**src/rtl/wsfe_pkg.sv**
```systemverilog
// Shared constants, types and helpers for the windowed slope feature extractor.
`default_nettype none
package wsfe_pkg;

    localparam int WINDOW_MAX     = 64;
    localparam int FRAC_BITS      = 16;
    localparam int SLOT_W         = $clog2(WINDOW_MAX);
    localparam int CNT_W          = $clog2(WINDOW_MAX + 1);
    localparam int DEFAULT_WINDOW = 12;
    localparam int MIN_FIT_POINTS = 3;
    localparam int MS_PER_S       = 1000;
    localparam int DATA_W         = 32;
    localparam int TIME_W         = 48;
    localparam int STEP_W         = 31;
    localparam int WLEN_W         = 7;
    localparam int CFG_IDX_W      = 2;
    localparam int WIDE_W         = 112;
    localparam int MB_W           = 64;
    localparam int DT_W           = TIME_W + 1;
    localparam int DV_W           = DATA_W + 1;
    localparam int SX_W           = DT_W + CNT_W;
    localparam int SV_W           = DV_W + CNT_W;
    localparam int MEM_W          = 1 + DATA_W + DATA_W + TIME_W;
    localparam int MUL_DIGIT      = 8;
    localparam int MUL_STEPS      = MB_W / MUL_DIGIT;
    localparam int MUL_CNT_W      = $clog2(MUL_STEPS + 1);
    localparam int DIV_CNT_W      = $clog2(WIDE_W + 1);

    typedef enum logic [CFG_IDX_W-1:0] {
        REG_THERMAL_COEF,
        REG_REF_TEMP,
        REG_VENT_STEP,
        REG_WINDOW_LEN
    } cfg_reg_t;

    typedef enum logic [3:0] {
        MS_CORR,
        MS_DTDT,
        MS_DTDL,
        MS_DTDP,
        MS_NSXX,
        MS_SXSX,
        MS_NSXL,
        MS_SXSL,
        MS_KL,
        MS_NSXP,
        MS_SXSP,
        MS_KP
    } mul_sel_t;

    typedef enum logic [1:0] {
        DS_LEVEL,
        DS_TEMP,
        DS_RATIO
    } div_sel_t;

    typedef enum logic [2:0] {
        ST_IDLE,
        ST_MUL,
        ST_STORE,
        ST_READ,
        ST_TAKE,
        ST_NEXT,
        ST_DIV,
        ST_FINISH
    } ctrl_state_t;

    typedef struct packed {
        logic     capture;
        logic     mul_start;
        mul_sel_t mul_sel;
        logic     div_start;
        div_sel_t div_sel;
        logic     store;
        logic     read;
        logic     take;
        logic     advance;
        logic     finish;
    } dp_cmd_t;

    typedef struct packed {
        logic mul_done;
        logic div_done;
        logic entry_vent;
        logic last_entry;
        logic fit_points;
        logic den_pos;
        logic out_busy;
    } dp_status_t;

    function automatic logic [DATA_W-1:0] sat32(input logic [WIDE_W-1:0] v);
        logic [DATA_W-1:0] r;
        if ((&v[WIDE_W-1:DATA_W-1]) || (~|v[WIDE_W-1:DATA_W-1]))
        begin
            r = v[DATA_W-1:0];
        end
        else if (v[WIDE_W-1])
        begin
            r = {1'b1, {(DATA_W-1){1'b0}}};
        end
        else
        begin
            r = {1'b0, {(DATA_W-1){1'b1}}};
        end
        return r;
    endfunction

endpackage
`default_nettype wire

```
**src/rtl/wsfe_ctrl.sv**
```systemverilog
// Controller state machine sequencing correction, window walk, fit products and divisions.
`default_nettype none
module wsfe_ctrl (
    input  wire logic                  clk,
    input  wire logic                  rst_n,
    input  wire logic                  in_valid,
    output logic                       in_stall,
    input  wire wsfe_pkg::dp_status_t  status,
    output wsfe_pkg::dp_cmd_t          cmd
);
    import wsfe_pkg::*;

    ctrl_state_t state_reg, state_next;
    mul_sel_t    msel_reg, msel_next;
    div_sel_t    dsel_reg, dsel_next;
    logic        issued_reg, issued_next;

    always_ff @(posedge clk or negedge rst_n)
    begin
        if (!rst_n)
        begin
            state_reg  <= ST_IDLE;
            msel_reg   <= MS_CORR;
            dsel_reg   <= DS_RATIO;
            issued_reg <= 1'b0;
        end
        else
        begin
            state_reg  <= state_next;
            msel_reg   <= msel_next;
            dsel_reg   <= dsel_next;
            issued_reg <= issued_next;
        end
    end

    always_comb
    begin
        state_next  = state_reg;
        msel_next   = msel_reg;
        dsel_next   = dsel_reg;
        issued_next = issued_reg;
        cmd         = '0;
        cmd.mul_sel = msel_reg;
        cmd.div_sel = dsel_reg;
        in_stall    = 1'b1;
        unique case (state_reg)
            ST_IDLE:
            begin
                in_stall = 1'b0;
                if (in_valid)
                begin
                    cmd.capture = 1'b1;
                    msel_next   = MS_CORR;
                    issued_next = 1'b0;
                    state_next  = ST_MUL;
                end
            end
            ST_MUL:
            begin
                if (!issued_reg)
                begin
                    cmd.mul_start = 1'b1;
                    issued_next   = 1'b1;
                end
                else if (status.mul_done)
                begin
                    issued_next = 1'b0;
                    unique case (msel_reg)
                        MS_CORR: state_next = ST_STORE;
                        MS_DTDT: msel_next  = MS_DTDL;
                        MS_DTDL: msel_next  = MS_DTDP;
                        MS_DTDP: state_next = ST_NEXT;
                        MS_NSXX: msel_next  = MS_SXSX;
                        MS_SXSX: msel_next  = MS_NSXL;
                        MS_NSXL: msel_next  = MS_SXSL;
                        MS_SXSL: msel_next  = MS_KL;
                        MS_KL:   msel_next  = MS_NSXP;
                        MS_NSXP: msel_next  = MS_SXSP;
                        MS_SXSP: msel_next  = MS_KP;
                        MS_KP:
                        begin
                            dsel_next  = status.den_pos ? DS_LEVEL : DS_RATIO;
                            state_next = ST_DIV;
                        end
                        default: state_next = ST_IDLE;
                    endcase
                end
            end
            ST_STORE:
            begin
                cmd.store  = 1'b1;
                state_next = ST_READ;
            end
            ST_READ:
            begin
                cmd.read   = 1'b1;
                state_next = ST_TAKE;
            end
            ST_TAKE:
            begin
                cmd.take = 1'b1;
                if (status.entry_vent)
                begin
                    state_next = ST_NEXT;
                end
                else
                begin
                    msel_next   = MS_DTDT;
                    issued_next = 1'b0;
                    state_next  = ST_MUL;
                end
            end
            ST_NEXT:
            begin
                if (status.last_entry)
                begin
                    issued_next = 1'b0;
                    if (status.fit_points)
                    begin
                        msel_next  = MS_NSXX;
                        state_next = ST_MUL;
                    end
                    else
                    begin
                        dsel_next  = DS_RATIO;
                        state_next = ST_DIV;
                    end
                end
                else
                begin
                    cmd.advance = 1'b1;
                    state_next  = ST_READ;
                end
            end
            ST_DIV:
            begin
                if (!issued_reg)
                begin
                    cmd.div_start = 1'b1;
                    issued_next   = 1'b1;
                end
                else if (status.div_done)
                begin
                    issued_next = 1'b0;
                    unique case (dsel_reg)
                        DS_LEVEL: dsel_next  = DS_TEMP;
                        DS_TEMP:  dsel_next  = DS_RATIO;
                        DS_RATIO: state_next = ST_FINISH;
                        default:  state_next = ST_FINISH;
                    endcase
                end
            end
            ST_FINISH:
            begin
                if (!status.out_busy)
                begin
                    cmd.finish = 1'b1;
                    state_next = ST_IDLE;
                end
            end
            default: state_next = ST_IDLE;
        endcase
    end

endmodule
`default_nettype wire

```
**config.mk**
```make
export PLATFORM = sky130hd
export DESIGN_NAME = wsfe_ctrl
export DESIGN_NICKNAME = d
export VERILOG_FILES = /design/src/rtl/wsfe_pkg.sv /design/src/rtl/wsfe_ctrl.sv
export SDC_FILE = /design/constraint.sdc
export NUM_CORES = 1
export LEC_CHECK = 0
export BUFFER_PORTS_ARGS = -buffer_cell sky130_fd_sc_hd__buf_4
export CORE_UTILIZATION = 50
export CTS_CLUSTER_SIZE = 24
export DETAILED_ROUTE_END_ITERATION = 7
export PLACE_DENSITY = 0.86
export REMOVE_ABC_BUFFERS = 1
export SLEW_MARGIN = 20
export SYNTH_ARGS = -nofsm -noshare
export SYNTH_HDL_FRONTEND = slang
export SYNTH_SLANG_ARGS = --single-unit
export TNS_END_PERCENT = 100
```
**constraint.sdc**
```tcl
create_clock -name clk -period 5.36 [get_ports clk]
set_clock_uncertainty 0.15 [all_clocks]
set_input_delay 0.268 -clock clk [delete_from_list [all_inputs] [get_ports clk]]
set_output_delay 0.268 -clock clk [all_outputs]
set_load 0.05 [all_outputs]
```
==> results of run 1 <==
## kinds of logic (layout without fill, tap and decap cells)
logic type	count (synthesis)	after routing	synth area share
AO/OA/AOI/OAI	30	30	0.239
XOR/XNOR	1	1	0.0103
multiplexers	3	3	0.0383
AND/OR/NAND/NOR	53	53	0.325
flip-flops	10	10	0.296
buffers and inverters	15	35	0.0913
## worst max-delay path by stage
stage                                   end  depth (start not counted)  slack [ns]
detailed placement  dsel_reg[0]$_DFFE_PN0P_                          5        2.94
global placement    dsel_reg[0]$_DFFE_PN0P_                          5        3.00
finish              dsel_reg[0]$_DFFE_PN0P_                          5        2.87
floorplan                            cmd[3]                          2        2.89
CTS                 dsel_reg[0]$_DFFE_PN0P_                          5        2.92
global route        dsel_reg[0]$_DFFE_PN0P_                          5        2.78
## tightest hold or removal path, cell delays in order
cell,delay (ns)
sky130_fd_sc_hd__buf_4,0.09
sky130_fd_sc_hd__nand2_1,0.05
sky130_fd_sc_hd__nand2_1,0.06
sky130_fd_sc_hd__a22o_1,0.12
## cell usage after synthesis (3+ instances only)
cell type / instances / area (um2)
sky130_fd_sc_hd__inv_1: 5 / 18.8
sky130_fd_sc_hd__nand2b_1: 3 / 18.8
sky130_fd_sc_hd__nor3b_1: 3 / 22.5
sky130_fd_sc_hd__nor3_1: 6 / 30.0
sky130_fd_sc_hd__nand3_1: 3 / 15.0
sky130_fd_sc_hd__clkbuf_1: 4 / 15.0
sky130_fd_sc_hd__nor2b_1: 5 / 31.3
sky130_fd_sc_hd__a21oi_1: 11 / 55.1
sky130_fd_sc_hd__dfrtp_1: 9 / 225
sky130_fd_sc_hd__nand2_1: 12 / 45.0
sky130_fd_sc_hd__nor2_1: 12 / 45.0
## what timing repair did
action | 4_1_cts | 5_1_grt
hold endpoints to repair | 10 | 0
endpoints found under the setup margin | 0 | 0
hold buffers | 1 | 0
## layer usage
| metal | track usage | part of all wire |
|---|---|---|
| met1 | 0.308 | 0.42 |
| met2 | 0.460 | 0.48 |
| met3 | 0.0340 | 0.074 |
| met4 | 0.127 | 0.024 |
| met5 | 0 | 0 |
## layout make-up
type                    count  share of cell area
inverters                   6              0.0218
well taps                  16              0.0194
multi-input cells          87               0.505
repair buffers             25               0.184
flip-flops and latches     10               0.244
clock buffers               4              0.0255
## layout by cell type (no fill, tap or decap), types with 2 or more instances in the layout
cell type                  instances
sky130_fd_sc_hd__inv_1             5
sky130_fd_sc_hd__a22o_1            2
sky130_fd_sc_hd__buf_4            24
sky130_fd_sc_hd__o22ai_1           2
sky130_fd_sc_hd__a31oi_1           2
sky130_fd_sc_hd__o21ai_0           2
sky130_fd_sc_hd__nand2b_1          3
sky130_fd_sc_hd__and2_1            2
sky130_fd_sc_hd__nor3_1            6
sky130_fd_sc_hd__clkbuf_4          3
sky130_fd_sc_hd__a21oi_1          11
sky130_fd_sc_hd__or3_1             2
sky130_fd_sc_hd__nand2_1          12
sky130_fd_sc_hd__nor2b_1           5
sky130_fd_sc_hd__nand3_1           3
sky130_fd_sc_hd__dfrtp_1           9
sky130_fd_sc_hd__mux2_1            2
sky130_fd_sc_hd__nor2_1           12
sky130_fd_sc_hd__nor3b_1           3
## power by group
part	leakage, nW	switching, mW	internal, mW
logic	0.319	0.295	0.164
clock network	0.0150	0.0269	0.0288
registers	0.127	0.0780	0.109
total	0.461	0.400	0.302
==> results.sh, run 1 <==
export IMPL_status="finished, final reports clean"
export IMPL_timing_critical_path_cells="or3b_1, nor4_2, a21oi_1, nor3_2, mux2_1"
export IMPL_layoutNonFillerInstCount=148
export IMPL_number_of_cells_in_the_design_after_placement=143
export IMPL_clock_insertion_delay_worst_skew_ns=0.27
export IMPL_timing_slew_headroom=0.654
export IMPL_startpoint_type="register"
export IMPL_grt_overall_usage=0.262
export IMPL_gp_congestion=0.858
export IMPL_die_area_um2=1870
export IMPL_layout_nets=143
export IMPL_setup_slack_ns=2.87
export IMPL_synth_edff_count=0
export IMPL_timing_critical_path_slowest_cell_delay_ns=0.66
export IMPL_timing_critical_path_buf_inv=0
export IMPL_grt_max_degree=19
export IMPL_multi_input_area_um2=520
export IMPL_drt_drc=0
export IMPL_post_place_ws_ns=2.94
export IMPL_detail_route_iter0_violations=30
export IMPL_maxClockFrequency_mhz=401
export IMPL_ys_flop_type="sky130_fd_sc_hd__dfrtp_1"
export IMPL_period_minus_slack_ns=2.49
export IMPL_drt_first_pass_iters=4
export IMPL_postLayoutCellArea_um2=1030
export IMPL_seq_area_frac_synth=0.296
export IMPL_rows=14
export IMPL_post_dp_cell_area_um2=995
export IMPL_yosys_warnings=0
export IMPL_critical_path_top_delay_family="simple AND/OR/NAND/NOR gates"
export IMPL_syn_instance_count=112
export IMPL_final_layout_size_suffix_gt1_frac=0.227
export IMPL_grt_ovfl_total=0
export IMPL_clkSlewWorstSetupHoldPaths_ns=0.07
export IMPL_half_perimeter_wire_length_of_the_detailed_placement_result_um=1580
export IMPL_crit_reg2reg_capture="dsel_reg[0]$_DFFE_PN0P_"
export IMPL_arrival_ns=2.49
export IMPL_h_tree_depth=1
export IMPL_timing_worst_setup_path_type="reg -> reg"
export IMPL_placeableCoreArea_um2=1540
export IMPL_start_util=0.551
export IMPL_cts_buffer_depth=2
export IMPL_synth_lib_cells_used_distinct=41
export IMPL_hold_viol_final=0
export IMPL_cts_resized_gates=0
export IMPL_critPathSlowestCell="sky130_fd_sc_hd__dfrtp_1"
export IMPL_fin_tns_setup_ns=0
export IMPL_setup_viol_count_final=0
export IMPL_diodes=0
export IMPL_fill_cell_instance_count_of_the_final_layout=150
export IMPL_worstMarginPinSlew_ns=0.519
export IMPL_first_global_vias=828
export IMPL_drv_max_cap_violation_count=0
export IMPL_clock_root_buffer="sky130_fd_sc_hd__clkbuf_4"
export IMPL_power_density_cell_area_nw_per_um2=681
export IMPL_average_footprint_of_a_synthesized_cell_um2=7.59
export IMPL_largest_register_ffs=4
export IMPL_cts_tree="built"
export IMPL_cts_inserted_buffers=3
export IMPL_vias_per_cell=6.14
export IMPL_timing_hold_worst_endpoint="state_reg[1]$_DFFE_PN0P_"
export IMPL_reg2reg_slack_ns=2.87
export IMPL_seq_area_um2=251
export IMPL_critPathCaptureType="register"
export IMPL_cts_sinks=10
export IMPL_async_reset_ff_frac=1.00
export IMPL_leakagePower_nw=0.461
export IMPL_wirelength_um=2180
export IMPL_chipWidth_um=43.2
export IMPL_critical_path_max_fanout=18
export IMPL_hp_class="in -> reg"
export IMPL_port_buffers=24
export IMPL_area_growth_synth_to_final_pct=21.4
export IMPL_grt_antenna_before_repair=0
export IMPL_grt_pass1_wl_um=3660
export IMPL_crit_start="state_reg[0]$_DFFE_PN0P_"
export IMPL_die_height_um=43.2
export IMPL_hold_path_start="status[0]"
export IMPL_reg2reg_depth=5
export IMPL_io_pins=25
export IMPL_post_synth_instance_area_um2=850
export IMPL_cts_setup_buffers=0
export IMPL_post_route_period_util=0.465
export IMPL_routed_wire_length_per_instance_um=14.7
export IMPL_postLayoutCoreUtil=0.669
export IMPL_total_power_mw=0.702
export IMPL_synth_seq_cells=10
export IMPL_pins_over_slew_limit=0
export IMPL_reg2reg_from="state_reg[0]$_DFFE_PN0P_"
export IMPL_vias=909
export IMPL_whs_ns=0.198
export IMPL_crit_required_ns=5.35
export IMPL_hold_depth=4
export IMPL_grt_setup_unrepaired="false"
export IMPL_worst_ir_drop_vdd_uv=407
export IMPL_detail_route_antenna_nets=0
Power figures use the tool's default switching activity.
==> inputs of run 2 (changes only) <==
--- a/config.mk
+++ b/config.mk
@@ -5,11 +5,13 @@
 export SDC_FILE = /design/constraint.sdc
 export NUM_CORES = 1
 export LEC_CHECK = 0
+export ABC_AREA = 1
 export BUFFER_PORTS_ARGS = -buffer_cell sky130_fd_sc_hd__buf_4
+export CORE_ASPECT_RATIO = 0.7
 export CORE_UTILIZATION = 50
 export CTS_CLUSTER_SIZE = 24
 export DETAILED_ROUTE_END_ITERATION = 7
-export PLACE_DENSITY = 0.86
+export PLACE_DENSITY = 0.83
 export REMOVE_ABC_BUFFERS = 1
 export SLEW_MARGIN = 20
 export SYNTH_ARGS = -nofsm -noshare
==> constraint.sdc (replaced) <==
create_clock -name clk -period 2.4 [get_ports clk]
set_clock_uncertainty 0.15 [all_clocks]
set_input_delay 0.12 -clock clk [delete_from_list [all_inputs] [get_ports clk]]
set_output_delay 0.12 -clock clk [all_outputs]
set_load 0.05 [all_outputs]
==> run 2 against run 1 <==
  * Clock-buffer cell count did not move
  * Setup slack worse by 2.4 ns
  * Via count up 33%
  * Largest power group unchanged
  * Highest routed layer unchanged
==> results.sh, run 2 <==
export IMPL_async_reset_ff_frac=1.00
export IMPL_worst_ir_drop_vdd_uv=738
export IMPL_placeableCoreArea_um2=1980
export IMPL_synth_largest_type_area_fraction=0.200
export IMPL_use_met2=0.366
export IMPL_synth_seq_cells=10
export IMPL_critPathSlowestCell="sky130_fd_sc_hd__dfrtp_1"
export IMPL_setup_viol_count_final=0
export IMPL_detail_route_iter0_violations=67
export IMPL_detail_route_antenna_nets=0
export IMPL_grt_busiest_layer="met1"
export IMPL_use_met1=0.459
export IMPL_chipWidth_um=58.7
export IMPL_rows=13
export IMPL_cts_sinks=10
export IMPL_worstMarginPinSlew_ns=0.582
export IMPL_critical_path_max_fanout=10
export IMPL_largest_register_ffs=4
export IMPL_syn_instance_count=180
export IMPL_hold_viol_final=0
export IMPL_timing_critical_path_slowest_cell_delay_ns=0.68
export IMPL_drv_max_cap_violation_count=0
export IMPL_wirelength_um=3000
export IMPL_vias_per_cell=5.12
export IMPL_setup_slack_ns=0.449
export IMPL_start_util=0.566
export IMPL_yosys_warnings=0
export IMPL_cts_buffer_depth=2
export IMPL_area_growth_synth_to_final_pct=20.5
export IMPL_half_perimeter_wire_length_of_the_detailed_placement_result_um=2430
export IMPL_first_global_vias=1076
export IMPL_average_footprint_of_a_synthesized_cell_um2=6.24
export IMPL_cts_resized_gates=0
export IMPL_post_route_period_util=0.813
export IMPL_die_area_um2=2440
export IMPL_final_layout_size_suffix_gt1_frac=0.286
export IMPL_number_of_cells_in_the_design_after_placement=231
export IMPL_startpoint_type="register"
export IMPL_grt_overall_usage=0.271
export IMPL_ctsHoldBuffers=1
export IMPL_synth_lib_cells_used_distinct=21
export IMPL_yosysMostFrequentCell="sky130_fd_sc_hd__nand2_1"
export IMPL_synth_edff_count=0
export IMPL_port_buffers=24
export IMPL_final_common_cell="sky130_fd_sc_hd__nand2_1"
export IMPL_maxClockFrequency_mhz=512
export IMPL_die_height_um=41.7
export IMPL_clkSlewWorstSetupHoldPaths_ns=0.07
export IMPL_post_place_ws_ns=0.625
export IMPL_grt_setup_unrepaired="false"
export IMPL_postLayoutCoreUtil=0.682
export IMPL_layout_nets=217
export IMPL_post_dp_cell_area_um2=1310
export IMPL_post_synth_instance_area_um2=1120
export IMPL_seq_area_frac_synth=0.224
export IMPL_h_tree_depth=1
export IMPL_timing_critical_path_cells="inv_4, nor4_1, buf_4"
export IMPL_arrival_ns=1.68
export IMPL_hp_class="in -> reg"
export IMPL_diodes=0
export IMPL_crit_required_ns=2.13
export IMPL_routed_wire_length_per_instance_um=12.7
export IMPL_cts_inserted_buffers=3
export IMPL_cts_setup_buffers=0
export IMPL_drt_drc=0
export IMPL_status="finished, final reports clean"
export IMPL_reg2reg_slack_ns=0.55
export IMPL_synth_area_leader_cell="sky130_fd_sc_hd__dfrtp_1"
export IMPL_layout_common_cells="sky130_fd_sc_hd__nand2_1 (59), sky130_fd_sc_hd__buf_4 (24), sky130_fd_sc_hd__nor2_1 (22)"
export IMPL_timing_worst_setup_path_type="reg -> out"
export IMPL_global_route_usage_met3=0.00935
export IMPL_pins_over_slew_limit=0
export IMPL_fin_tns_setup_ns=0
export IMPL_drt_first_pass_iters=4
export IMPL_clock_insertion_delay_worst_skew_ns=0.26
export IMPL_grt_antenna_before_repair=0
export IMPL_vias=1209
export IMPL_total_power_mw=1.85
export IMPL_postLayoutCellArea_um2=1350
export IMPL_critPathCaptureType="primary output"
export IMPL_io_pins=25
export IMPL_grt_pass1_wl_um=5040
export IMPL_grt_max_degree=11
export IMPL_power_density_cell_area_nw_per_um2=1370
export IMPL_whs_ns=0.0435
export IMPL_netlist_top_cells_count="sky130_fd_sc_hd__nand2_1 (59), sky130_fd_sc_hd__nor2_1 (22), sky130_fd_sc_hd__inv_1 (21), sky130_fd_sc_hd__nand3_1 (20), sky130_fd_sc_hd__dfrtp_1 (9)"
export IMPL_cts_tree="built"
export IMPL_clock_root_buffer="sky130_fd_sc_hd__clkbuf_4"
export IMPL_timing_slew_headroom=0.612
export IMPL_synth_top_cells_by_area="sky130_fd_sc_hd__dfrtp_1 (20%), sky130_fd_sc_hd__nand2_1 (20%), sky130_fd_sc_hd__nand3_1 (8.9%)"
export IMPL_period_minus_slack_ns=1.95
export IMPL_leakagePower_nw=0.799
export IMPL_gp_congestion=0.923
export IMPL_layoutNonFillerInstCount=236
export IMPL_grt_ovfl_total=0
export IMPL_ys_flop_type="sky130_fd_sc_hd__dfrtp_1"
run 2: cell count changes after synthesis, moves of 8 or more:
cell,before,now
sky130_fd_sc_hd__a21oi_1,11,3
sky130_fd_sc_hd__inv_1,5,21
sky130_fd_sc_hd__nand2_1,12,59
sky130_fd_sc_hd__nand3_1,3,20
sky130_fd_sc_hd__nor2_1,12,22
run 2: routing by layer:
layer	wire, um	up-vias
met2	1210	44
met4	14	0
met1	1590	551
li1	-	612
met5	0	-
met3	181	2
run 2: worst max-delay path: cells and delay by family (launching register included):
| kind | cells | cell delay, ns |
|---|---|---|
| buffers and inverters | 2 | 0.42 |
| and+or+nand+nor | 1 | 0.32 |
| DFF | 1 | 0.68 |
run 2: worst paths after layout:
path / start / end / cells past startpoint
worst max-delay path: state_reg[2]$_DFFE_PN0P_ / cmd[0] / 3
worst min-delay path: status[6] / issued_reg$_DFFE_PN0P_ / 4
worst max register to register: state_reg[1]$_DFFE_PN0P_ / dsel_reg[0]$_DFFE_PN0P_ / 9
worst min register to register: dsel_reg[1]$_DFFE_PN1P_ / dsel_reg[1]$_DFFE_PN1P_ / 2
max in group asynchronous: rst_n / dsel_reg[1]$_DFFE_PN1P_ / 2
min in group asynchronous: rst_n / state_reg[0]$_DFFE_PN0P_ / 2
run 2: final cells by class:
type / instances / area (um2)
clock buffers: 4 / 36.3
multi-input cells: 140 / 727
inverters: 27 / 111
repair buffers: 25 / 190
well taps: 30 / 37.5
flip-flops and latches: 10 / 251
fillers: 173 / 631
run 2: kinds of logic (layout without fill, tap and decap cells):
family                 Yosys count  count (layout)  synth area share
buffers and inverters           30              56             0.129
flip-flops                      10              10             0.224
AO/OA/AOI/OAI                    9               9            0.0412
AND/OR/NAND/NOR                131             131             0.606
run 2: power breakdown:
| group | switching (mW) | internal [mW] |
|---|---|---|
| Combinational | 0.895 | 0.410 |
| Clock | 0.0574 | 0.0920 |
| Sequential | 0.163 | 0.236 |
==> inputs of run 3 (changes only) <==
==> constraint.sdc (replaced) <==
create_clock -name clk -period 1.9 [get_ports clk]
set_clock_uncertainty 0.15 [all_clocks]
set_input_delay 0.095 -clock clk [delete_from_list [all_inputs] [get_ports clk]]
set_output_delay 0.095 -clock clk [all_outputs]
set_load 0.05 [all_outputs]
==> run 3 against run 2 <==
  * Sequential power is 25% higher
  * Final area is 0.83% higher
  * Via count is 3.2% higher
  * Largest power group unchanged
==> results.sh, run 3 (synthesis gave the netlist of run 2 again) <==
export IMPL_hold_depth=4
export IMPL_die_area_um2=2440
export IMPL_timing_critical_path_slowest_cell_delay_ns=0.54
export IMPL_cts_buffer_depth=2
export IMPL_postLayoutCoreUtil=0.688
export IMPL_crit_required_ns=1.65
export IMPL_clock_power_share=0.087
export IMPL_netSwitchingFraction=0.604
export IMPL_timing_slew_headroom=0.778
export IMPL_timing_critical_path_mode_cell="sky130_fd_sc_hd__nand2_4"
export IMPL_grt_ovfl_total=0
export IMPL_wirelength_um=3120
export IMPL_critical_path_max_fanout=9
export IMPL_area_growth_synth_to_final_pct=21.5
export IMPL_switching_power_mw=1.45
export IMPL_gp_congestion=0.973
export IMPL_drv_max_cap_violation_count=0
export IMPL_drt_first_pass_iters=5
export IMPL_detail_route_antenna_nets=0
export IMPL_chipWidth_um=58.7
export IMPL_timing_critical_path_cells="inv_4, nand2_4, nor2_8, nand2_4, inv_1, buf_4"
export IMPL_diodes=0
export IMPL_final_layout_size_suffix_gt1_frac=0.304
export IMPL_power_share_combinational=0.705
export IMPL_io_pins=25
export IMPL_grt_pass1_wl_um=5190
export IMPL_die_height_um=41.7
export IMPL_crit_reg2reg_capture="msel_reg[1]$_DFFE_PN0P_"
export IMPL_cts_sinks=10
export IMPL_half_perimeter_wire_length_of_the_detailed_placement_result_um=2540
export IMPL_timing_worst_setup_path_type="reg -> out"
export IMPL_startpoint_type="register"
export IMPL_layout_nets=218
export IMPL_timing_critical_path_buf_inv=3
export IMPL_routed_wire_length_per_instance_um=13.2
export IMPL_hold_viol_final=0
export IMPL_reg2reg_depth=7
export IMPL_start_util=0.566
export IMPL_fill_cell_instance_count_of_the_final_layout=174
export IMPL_worstMarginPinSlew_ns=0.333
export IMPL_p_int_mw=0.950
export IMPL_layout_common_cells="sky130_fd_sc_hd__nand2_1 (59), sky130_fd_sc_hd__buf_4 (25), sky130_fd_sc_hd__nor2_1 (22)"
export IMPL_rows=13
export IMPL_timing_hold_worst_endpoint="issued_reg$_DFFE_PN0P_"
export IMPL_grt_antenna_before_repair=0
export IMPL_critPathCaptureType="primary output"
export IMPL_clock_root_buffer="sky130_fd_sc_hd__clkbuf_4"
export IMPL_critPathSlowestCell="sky130_fd_sc_hd__dfrtp_2"
export IMPL_vias=1248
export IMPL_placeableCoreArea_um2=1980
export IMPL_final_common_cell="sky130_fd_sc_hd__nand2_1"
export IMPL_cts_tree="built"
export IMPL_detail_route_iter0_violations=89
export IMPL_hp_class="in -> reg"
export IMPL_post_route_period_util=0.946
export IMPL_hold_path_start="status[6]"
export IMPL_setup_viol_count_final=0
export IMPL_vias_per_cell=5.27
export IMPL_power_density_cell_area_nw_per_um2=1760
export IMPL_largest_register_ffs=4
export IMPL_maxClockFrequency_mhz=556
export IMPL_period_minus_slack_ns=1.80
export IMPL_first_global_vias=1132
export IMPL_seq_power_share=0.208
export IMPL_drt_drc=0
export IMPL_clkSlewWorstSetupHoldPaths_ns=0.08
export IMPL_status="finished, final reports clean"
export IMPL_grt_max_degree=11
export IMPL_worst_ir_drop_vdd_uv=1110
export IMPL_pins_over_slew_limit=0
export IMPL_reg2reg_slack_ns=0.25
export IMPL_critical_path_top_delay_family="flip-flops"
export IMPL_multi_input_area_um2=727
export IMPL_cts_inserted_buffers=3
export IMPL_crit_start="state_reg[1]$_DFFE_PN0P_"
export IMPL_port_buffers=24
export IMPL_grt_overall_usage=0.288
export IMPL_fin_tns_setup_ns=0
export IMPL_reg2reg_from="state_reg[2]$_DFFE_PN0P_"
export IMPL_arrival_ns=1.55
export IMPL_grt_setup_unrepaired="false"
export IMPL_leakagePower_nw=0.801
export IMPL_seq_area_um2=255
export IMPL_clock_insertion_delay_worst_skew_ns=0.29
export IMPL_h_tree_depth=1
## run 3: per-layer routing
layer,vias to the layer above,GRT usage,share of wire
li1,616,-,-
met1,555,0.435,0.47
met2,70,0.405,0.40
met3,7,0.0748,0.11
met4,0,0.0714,0.013
met5,-,0,0
## run 3: worst max-delay path by stage
stage | to | slack [ns] | depth (start not counted)
floorplan | cmd[0] | -0.64 | 2
global placement | msel_reg[2]$_DFFE_PN0P_ | 0.19 | 7
detailed placement | msel_reg[1]$_DFFE_PN0P_ | 0.15 | 9
CTS | cmd[0] | 0.03 | 3
global route | cmd[1] | 0.008 | 4
finish | cmd[12] | 0.10 | 6
## run 3: cell type report
cell class | count | share of cell area
well taps | 30 | 0.0275
inverters | 27 | 0.0816
multi-input cells | 140 | 0.533
flip-flops and latches | 10 | 0.187
clock buffers | 4 | 0.0266
repair buffers | 26 | 0.145
## run 3: per-stage QoR
step                      setup WS (ns)  hold WS (ns)  power, mW  cell area (um2)  std cells
after detailed placement          0.154        -0.215       2.15             1320        232
after global placement            0.189        -0.215       2.13             1320        232
after global routing            0.00849        0.0236       2.56             1370        237
after CTS                        0.0270       0.00279       2.37             1360        237
after floorplan                  -0.639        -0.351       1.74             1090        177
final                             0.103       0.00304       2.40             1370        237
## run 3: repair_timing
item / 4_1_cts / 5_1_grt
hold endpoints to repair: 10 / 0
endpoints found under the setup margin: 1 / 4
setup buffers: 0 / 0
resized for setup: 1 / 2
hold buffers: 1 / 0
## run 3: worst reg2reg max path, delay by kind of cell (launching register included)
kind                   cells  cell delay (ns)
and+or+nand+nor            5             0.61
buffers and inverters      2             0.29
DFF                        1             0.51
## run 3: power by group through the flow
| stage | Sequential, mW | Combinational, mW | Clock (mW) |
|---|---|---|---|
| floorplan | 0.584 | 1.15 | 0 |
| global placement | 0.479 | 1.65 | 0 |
| detailed placement | 0.488 | 1.66 | 0 |
| CTS | 0.486 | 1.67 | 0.210 |
| global route | 0.509 | 1.83 | 0.222 |
| finish | 0.498 | 1.69 | 0.208 |
